--- config.mk ---
export PLATFORM = sky130hd
export DESIGN_NAME = line_pixel_generator
export DESIGN_NICKNAME = d
export VERILOG_FILES = /design/src/design/lpg_pkg.sv /design/src/design/line_pixel_generator.sv
export SDC_FILE = /design/constraint.sdc
export NUM_CORES = 1
export LEC_CHECK = 0
export ABC_AREA = 0
export BUFFER_PORTS_ARGS = -buffer_cell sky130_fd_sc_hd__buf_4
export CORE_MARGIN = 5
export CORE_UTILIZATION = 40
export CTS_CLUSTER_DIAMETER = 120
export CTS_CLUSTER_SIZE = 8
export DETAILED_ROUTE_END_ITERATION = 16
export PLACE_DENSITY = 0.55
export SLEW_MARGIN = 10
export SYNTH_ARGS = -nofsm -noshare
export SYNTH_HDL_FRONTEND = slang
export SYNTH_SLANG_ARGS = --single-unit
--- constraint.sdc ---
create_clock -name clk -period 7.7 [get_ports clk]
set_clock_uncertainty 0.1 [all_clocks]
set_input_delay 0.385 -clock clk [delete_from_list [all_inputs] [get_ports clk]]
set_output_delay 0.385 -clock clk [all_outputs]
set_load 0.05 [all_outputs]
--- src/design/lpg_pkg.sv ---
package lpg_pkg;

  localparam int COORD_BITS = 12;
  // decision and step terms carry the doubled zone-0 deltas plus sign headroom
  localparam int DEC_W  = COORD_BITS + 4;
  localparam int STEP_W = COORD_BITS + 3;

  localparam int IN_TDATA_W  = ((4 * COORD_BITS + 7) / 8) * 8;
  localparam int OUT_TDATA_W = ((2 * COORD_BITS + 7) / 8) * 8;

  localparam logic KIND_LOAD = 1'b0;
  localparam logic KIND_STEP = 1'b1;

  localparam logic [2:0] ZONE_0 = 3'd0;
  localparam logic [2:0] ZONE_1 = 3'd1;
  localparam logic [2:0] ZONE_2 = 3'd2;
  localparam logic [2:0] ZONE_3 = 3'd3;
  localparam logic [2:0] ZONE_4 = 3'd4;
  localparam logic [2:0] ZONE_5 = 3'd5;
  localparam logic [2:0] ZONE_6 = 3'd6;
  localparam logic [2:0] ZONE_7 = 3'd7;

  typedef logic signed [COORD_BITS-1:0] coord_t;
  typedef logic signed [COORD_BITS:0]   wcoord_t;

  typedef struct packed {
    coord_t pixel_x;
    coord_t pixel_y;
    logic   last;
  } pixel_t;

endpackage

--- src/design/line_pixel_generator.sv ---
// line_pixel_generator: eight-octant midpoint line rasterizer
//
// input stream: in_tuser selects the word kind (0 = load endpoints,
// 1 = step). a load word carries both endpoints in in_tdata, gives no
// output word and replaces any line in progress. each step word gives one
// output word with the next pixel of the line, in true orientation, and
// out_tlast high on the end point. a step with no line loaded gives nothing.
//
// the pixel of a step word is registered in the output register (or the
// skid register on a stall). throughput: one word per cycle while in_tready
// is high, set by the decision update (one add and one compare per pixel).
//
// an output register plus one skid register sit on the result side, so
// in_tready stays high for one more word when out_tready drops; it falls
// only once the skid register holds a pixel, and rises again the cycle
// after out_tready returns.
//
// reset (rst_n low, synchronous) clears the line state and empties both
// output registers; no line is loaded afterward.
module line_pixel_generator (
  input  logic                              clk,
  input  logic                              rst_n,
  input  logic                              in_tvalid,
  output logic                              in_tready,
  // start_x, start_y, end_x, end_y
  input  logic [lpg_pkg::IN_TDATA_W-1:0]    in_tdata,
  // kind
  input  logic                              in_tuser,
  output logic                              out_tvalid,
  input  logic                              out_tready,
  // pixel_x, pixel_y
  output logic [lpg_pkg::OUT_TDATA_W-1:0]   out_tdata,
  output logic                              out_tlast
);
  import lpg_pkg::*;

  localparam int C = COORD_BITS;

  logic [2:0]               zone_r, zone_nxt;
  logic [C-1:0]             walk_x_r, walk_x_nxt;
  logic [C-1:0]             walk_y_r, walk_y_nxt;
  logic [C-1:0]             stop_x_r, stop_x_nxt;
  logic signed [DEC_W-1:0]  decision_r, decision_nxt;
  logic signed [STEP_W-1:0] step_straight_r, step_straight_nxt;
  logic signed [STEP_W-1:0] step_diagonal_r, step_diagonal_nxt;
  logic                     active_r, active_nxt;

  pixel_t out_r, out_nxt, skid_r, skid_nxt, res;
  logic   out_valid_r, out_valid_nxt, skid_valid_r, skid_valid_nxt;

  logic   in_fire, res_valid, fin;

  coord_t  sx, sy, ex, ey;
  wcoord_t dxt, dyt;
  logic [C:0] adx, ady;
  logic [2:0] zone_ld;
  wcoord_t a1, b1, a2, b2;
  logic signed [C+1:0] dx, dy;

  logic [C-1:0] na, nb;

  function automatic wcoord_t wext(input coord_t v);
    wext = {v[C-1], v};
  endfunction

  // true (x, y) to zone-0 (a, b), exact in one extra bit
  function automatic wcoord_t map_a(input logic [2:0] z, input coord_t x, input coord_t y);
    unique case (z) inside
      ZONE_0, ZONE_7: map_a = wext(x);
      ZONE_1, ZONE_2: map_a = wext(y);
      ZONE_3, ZONE_4: map_a = -wext(x);
      default:        map_a = -wext(y);
    endcase
  endfunction

  function automatic wcoord_t map_b(input logic [2:0] z, input coord_t x, input coord_t y);
    unique case (z) inside
      ZONE_0, ZONE_3: map_b = wext(y);
      ZONE_1, ZONE_6: map_b = wext(x);
      ZONE_2, ZONE_5: map_b = -wext(x);
      default:        map_b = -wext(y);
    endcase
  endfunction

  assign in_tready = !skid_valid_r;
  assign in_fire   = in_tvalid && in_tready;

  assign sx = in_tdata[C-1:0];
  assign sy = in_tdata[2*C-1:C];
  assign ex = in_tdata[3*C-1:2*C];
  assign ey = in_tdata[4*C-1:3*C];

  always_comb begin
    dxt = wext(ex) - wext(sx);
    dyt = wext(ey) - wext(sy);
    adx = dxt[C] ? (C+1)'(0) - dxt : dxt;
    ady = dyt[C] ? (C+1)'(0) - dyt : dyt;
    // first matching sign pair wins, both deltas zero land in zone 0
    if (!dxt[C] && !dyt[C]) begin
      zone_ld = (adx >= ady) ? ZONE_0 : ZONE_1;
    end else if ((dxt[C] || dxt == '0) && !dyt[C]) begin
      zone_ld = (ady >= adx) ? ZONE_2 : ZONE_3;
    end else if ((dxt[C] || dxt == '0) && (dyt[C] || dyt == '0)) begin
      zone_ld = (adx >= ady) ? ZONE_4 : ZONE_5;
    end else begin
      zone_ld = (ady >= adx) ? ZONE_6 : ZONE_7;
    end
    a1 = map_a(zone_ld, sx, sy);
    b1 = map_b(zone_ld, sx, sy);
    a2 = map_a(zone_ld, ex, ey);
    b2 = map_b(zone_ld, ex, ey);
    dx = {a2[C], a2} - {a1[C], a1};
    dy = {b2[C], b2} - {b1[C], b1};
  end

  // current pixel mapped back to its true zone, modulo 2^C
  always_comb begin
    na = C'(0) - walk_x_r;
    nb = C'(0) - walk_y_r;
    fin = (walk_x_r == stop_x_r);
    res.last = fin;
    unique case (zone_r)
      ZONE_0: begin res.pixel_x = walk_x_r; res.pixel_y = walk_y_r; end
      ZONE_1: begin res.pixel_x = walk_y_r; res.pixel_y = walk_x_r; end
      ZONE_2: begin res.pixel_x = nb;       res.pixel_y = walk_x_r; end
      ZONE_3: begin res.pixel_x = na;       res.pixel_y = walk_y_r; end
      ZONE_4: begin res.pixel_x = na;       res.pixel_y = nb;       end
      ZONE_5: begin res.pixel_x = nb;       res.pixel_y = na;       end
      ZONE_6: begin res.pixel_x = walk_y_r; res.pixel_y = na;       end
      default: begin res.pixel_x = walk_x_r; res.pixel_y = nb;      end
    endcase
  end

  assign res_valid = in_fire && (in_tuser == KIND_STEP) && active_r;

  always_comb begin
    zone_nxt          = zone_r;
    walk_x_nxt        = walk_x_r;
    walk_y_nxt        = walk_y_r;
    stop_x_nxt        = stop_x_r;
    decision_nxt      = decision_r;
    step_straight_nxt = step_straight_r;
    step_diagonal_nxt = step_diagonal_r;
    active_nxt        = active_r;
    if (in_fire && in_tuser == KIND_LOAD) begin
      zone_nxt          = zone_ld;
      walk_x_nxt        = a1[C-1:0];
      walk_y_nxt        = b1[C-1:0];
      stop_x_nxt        = a2[C-1:0];
      decision_nxt      = (DEC_W'(dy) <<< 1) - DEC_W'(dx);
      step_straight_nxt = STEP_W'(dy) <<< 1;
      step_diagonal_nxt = (STEP_W'(dy) - STEP_W'(dx)) <<< 1;
      active_nxt        = 1'b1;
    end else if (res_valid) begin
      if (fin) begin
        active_nxt = 1'b0;
      end else begin
        if (decision_r < 0) begin
          decision_nxt = decision_r + DEC_W'(step_straight_r);
        end else begin
          walk_y_nxt   = walk_y_r + 1'b1;
          decision_nxt = decision_r + DEC_W'(step_diagonal_r);
        end
        walk_x_nxt = walk_x_r + 1'b1;
      end
    end
  end

  // output register with one skid slot behind it
  always_comb begin
    out_nxt        = out_r;
    out_valid_nxt  = out_valid_r;
    skid_nxt       = skid_r;
    skid_valid_nxt = skid_valid_r;
    if (out_tready || !out_valid_r) begin
      if (skid_valid_r) begin
        out_nxt        = skid_r;
        out_valid_nxt  = 1'b1;
        skid_valid_nxt = 1'b0;
      end else begin
        out_nxt       = res;
        out_valid_nxt = res_valid;
      end
    end else if (res_valid) begin
      skid_nxt       = res;
      skid_valid_nxt = 1'b1;
    end
  end

  always_ff @(posedge clk) begin
    if (!rst_n) begin
      zone_r          <= '0;
      walk_x_r        <= '0;
      walk_y_r        <= '0;
      stop_x_r        <= '0;
      decision_r      <= '0;
      step_straight_r <= '0;
      step_diagonal_r <= '0;
      active_r        <= 1'b0;
      out_valid_r     <= 1'b0;
      skid_valid_r    <= 1'b0;
    end else begin
      zone_r          <= zone_nxt;
      walk_x_r        <= walk_x_nxt;
      walk_y_r        <= walk_y_nxt;
      stop_x_r        <= stop_x_nxt;
      decision_r      <= decision_nxt;
      step_straight_r <= step_straight_nxt;
      step_diagonal_r <= step_diagonal_nxt;
      active_r        <= active_nxt;
      out_valid_r     <= out_valid_nxt;
      skid_valid_r    <= skid_valid_nxt;
    end
  end

  always_ff @(posedge clk) begin
    out_r  <= out_nxt;
    skid_r <= skid_nxt;
  end

  assign out_tvalid = out_valid_r;
  assign out_tdata  = OUT_TDATA_W'({out_r.pixel_y, out_r.pixel_x});
  assign out_tlast  = out_r.last;

`ifndef SYNTH
  a_skid_behind_out: assert property (@(posedge clk) disable iff (!rst_n)
    skid_valid_r |-> out_valid_r)
    else $error("skid slot full while output register empty");

  a_last_ends_line: assert property (@(posedge clk) disable iff (!rst_n)
    (res_valid && fin) |=> !active_r)
    else $error("line still active after its last pixel");

  a_load_starts_line: assert property (@(posedge clk) disable iff (!rst_n)
    (in_fire && in_tuser == KIND_LOAD) |=> active_r)
    else $error("load word did not start a line");

  a_idle_step_silent: assert property (@(posedge clk) disable iff (!rst_n)
    (in_fire && in_tuser == KIND_STEP && !active_r && !out_valid_r) |=> !out_valid_r)
    else $error("step word with no line produced a pixel");
`endif

endmodule
==> results.sh <==
export IMPL_outcome="complete, but fails checks"
export IMPL_violations="setup timing"
export IMPL_cp_arrival_ps=8130
export IMPL_relSlewSlack_pct=34.8
export IMPL_r2r_start="walk_x_r[7]"
export IMPL_slowest_stage="or4_4"
export IMPL_hold_class="input port to register"
export IMPL_synth_area_top_cells="dfxtp_1, edfxtp_1, ha_1"
export IMPL_die_h_um=199
export IMPL_whs_ps=198
export IMPL_numCtsBuffers=17
export IMPL_slew_viol_final=0
export IMPL_ctsHoldBuffers=0
export IMPL_drive_above_1_share_pct=34.2
export IMPL_gr_usage_all_layers_pct=27.0
export IMPL_wirelength_mm=54.2
export IMPL_num_rows=69
export IMPL_ant_nets=0
export IMPL_hpwl_mm=42.3
export IMPL_rr_endpoint="walk_y_r[11]"
export IMPL_cp_max_fo=4
export IMPL_final_cells=2756
export IMPL_ys_types=90
export IMPL_insertion_delay_ps=450
export IMPL_overflow=0
export IMPL_port_buffers=79
export IMPL_rrSetupSlack_ps=3720
export IMPL_postSynthCellCount=1849
export IMPL_worst_pin_slew_ps=975
export IMPL_setup_worst_path_class="input port to register"
export IMPL_stdcell_area_um2=20100
export IMPL_grt_antenna_before_repair=0
export IMPL_finalHoldViolCount=0
export IMPL_clock_root_buffer="clkbuf_16"
export IMPL_finalCriticalPeriod_ps=7880
export IMPL_synth_async_reset_ratio_pct=0
export IMPL_ys_ff_latch=135
export IMPL_synth_common_cells="nand2_1, nor2_1, a21oi_1"
export IMPL_start_kind="input port"
export IMPL_vias_per_cell=5.79
export IMPL_drt_iter0_drc=1348
export IMPL_fmax_mhz=127
export IMPL_grt_start_max_net_pins=48
export IMPL_synth_largest_area_cell="dfxtp_1"
export IMPL_hold_depth=3
export IMPL_grt_pass1_wl_mm=84.6
export IMPL_worstSetupEndpointType="register"
export IMPL_worst_r2r_path_depth=12
export IMPL_synthFlopType="dfxtp_1"
export IMPL_core_area_um2=35400
export IMPL_hold_path_endpoint="out_tvalid"
export IMPL_path_common_cell="ha_1"
export IMPL_route_vias_total=16000
export IMPL_yosysMostFrequentCell="nand2_1"
export IMPL_grt_pass1_vias=15600
export IMPL_drt_pass1_iter_count=6
export IMPL_h_tree_depth=4
export IMPL_io_pins=80
export IMPL_antenna_cells=0
export IMPL_clk_pin_slew_ps=70
export IMPL_cts_sinks=135
export IMPL_final_seq_area_um2=3200
export IMPL_setup_ws_ps=-177
export IMPL_fill_cells=3371
export IMPL_place_area_um2=18100
export IMPL_initial_core_util_pct=40.2
export IMPL_syn_nets=2021
export IMPL_syn2layout_area_growth_pct=40.8
export IMPL_drcViolationCount=0
export IMPL_rsz0062_at_grt="true"
export IMPL_die_area_um2=39500
export IMPL_place_inst=2664
export IMPL_max_stage_delay_ps=540
export IMPL_synth_edf_count=50
export IMPL_min_from="in_tvalid"
export IMPL_cts_tree="yes"
export IMPL_yosysSeqAreaShare_pct=22.5
export IMPL_synth_top_cell_area_share_pct=11.9
export IMPL_setup_violations=5
export IMPL_wl_per_cell_um=19.7
export IMPL_multi_input_area_um2=11400
export IMPL_maxCapViolCount=0
export IMPL_netlist_area_um2=14200
export IMPL_place_congestion=0.965
export IMPL_timing_final_crit_share_pct=102
export IMPL_worst_ep_required_time_ps=7950
export IMPL_clock_path_buffers=2
export IMPL_synth_area_per_cell_um2=7.70
export IMPL_yosysWarnings=0
export IMPL_nNetsFinal=2454
export IMPL_die_width_um=199
[worst max-delay path, delay by kind of cell]
kind / cells / cell delay, ps
compound gates: 18 / 3860
simple gates: 9 / 1870
fa+ha+maj: 4 / 1080
buf+inv: 4 / 460
mux: 1 / 260
xor+xnor: 1 / 210
[registers in the layout, indices dropped and copies added, names as in the netlist, 3 cells and up]
| signal | count |
|---|---|
| decision_r | 15 |
| out_tdata | 24 |
| skid_r | 25 |
| step_diagonal_r | 14 |
| step_straight_r | 14 |
| stop_x_r | 12 |
| walk_x_r | 12 |
| walk_y_r | 12 |
| zone_r | 3 |
[how the worst max path moves through the flow]
stage | from | endpoint | slack [ps] | depth (start not counted)
after floorplan | in_tdata[4] | decision_r[14] | -20 | 36
after global placement | in_tdata[13] | decision_r[13] | -910 | 42
after detailed placement | in_tdata[13] | decision_r[13] | -910 | 38
after CTS | in_tdata[24] | decision_r[14] | -100 | 36
after global routing | in_tdata[24] | decision_r[15] | -470 | 38
final | in_tdata[1] | decision_r[15] | -180 | 37
[cells by family after synthesis]
family,after synthesis,share of synthesized area [%]
simple gates,630,21.1
compound gates,560,25.6
buf+inv,190,5.28
xor+xnor,150,9.22
flops,135,22.5
fa+ha+maj,119,10.8
mux,65,5.54
[through the flow]
stage	setup WS, ps	util [%]	TNS, ps
floorplan	-24.3	-	-24.3
global placement	-905	51.1	-9970
detailed placement	-914	51.1	-10960
CTS	-98.5	54.5	-281
global route	-466	56.6	-2950
finish	-177	56.6	-487
[area by class of cell]
class                           instances  share of cell area [%]
Clock buffer                           18                    2.14
Clock inverter                         14                   0.855
Inverter                               80                    1.55
Multi-Input combinational cell       1524                    56.7
Sequential cell                       135                    16.0
Tap cell                              461                    2.88
Timing Repair Buffer                  524                    19.9
[cells in the final DEF, fill, tap and decap left out, types with 21 or more instances in the layout]
| cell | Yosys | final |
|---|---|---|
| a211oi_1 | 29 | 21 |
| a21o_1 | 23 | 23 |
| a21oi_1 | 152 | 125 |
| a21oi_2 | 0 | 23 |
| and3_1 | 22 | 21 |
| buf_4 | 3 | 512 |
| dfxtp_1 | 85 | 85 |
| edfxtp_1 | 50 | 50 |
| ha_1 | 112 | 95 |
| inv_1 | 77 | 71 |
| mux2_2 | 41 | 39 |
| nand2_1 | 188 | 182 |
| nand3_1 | 56 | 54 |
| nor2_1 | 153 | 147 |
| nor3_1 | 78 | 73 |
| o21ai_0 | 134 | 111 |
| or3_1 | 35 | 34 |
| xnor2_1 | 88 | 75 |
| xor2_1 | 62 | 59 |
[repair_timing]
item | in CTS | in global routing
pin swaps | 52 | 100
buffers inserted | 35 | 28
resized for setup | 80 | 113
setup endpoints to repair | 13 | 19
[metal layers]
layer / up-vias / GRT usage [%] / part of all wire, %
met4: 0 / 10.3 / 4.1
met1: 7590 / 35.8 / 44
met5: - / 0 / 0
met3: 124 / 4.67 / 6.3
li1: 7684 / - / -
met2: 569 / 43.9 / 46
Power is left out: the tool's default activity adds up to more than one toggle a clock period on the data nets, which glitch-free logic cannot reach.
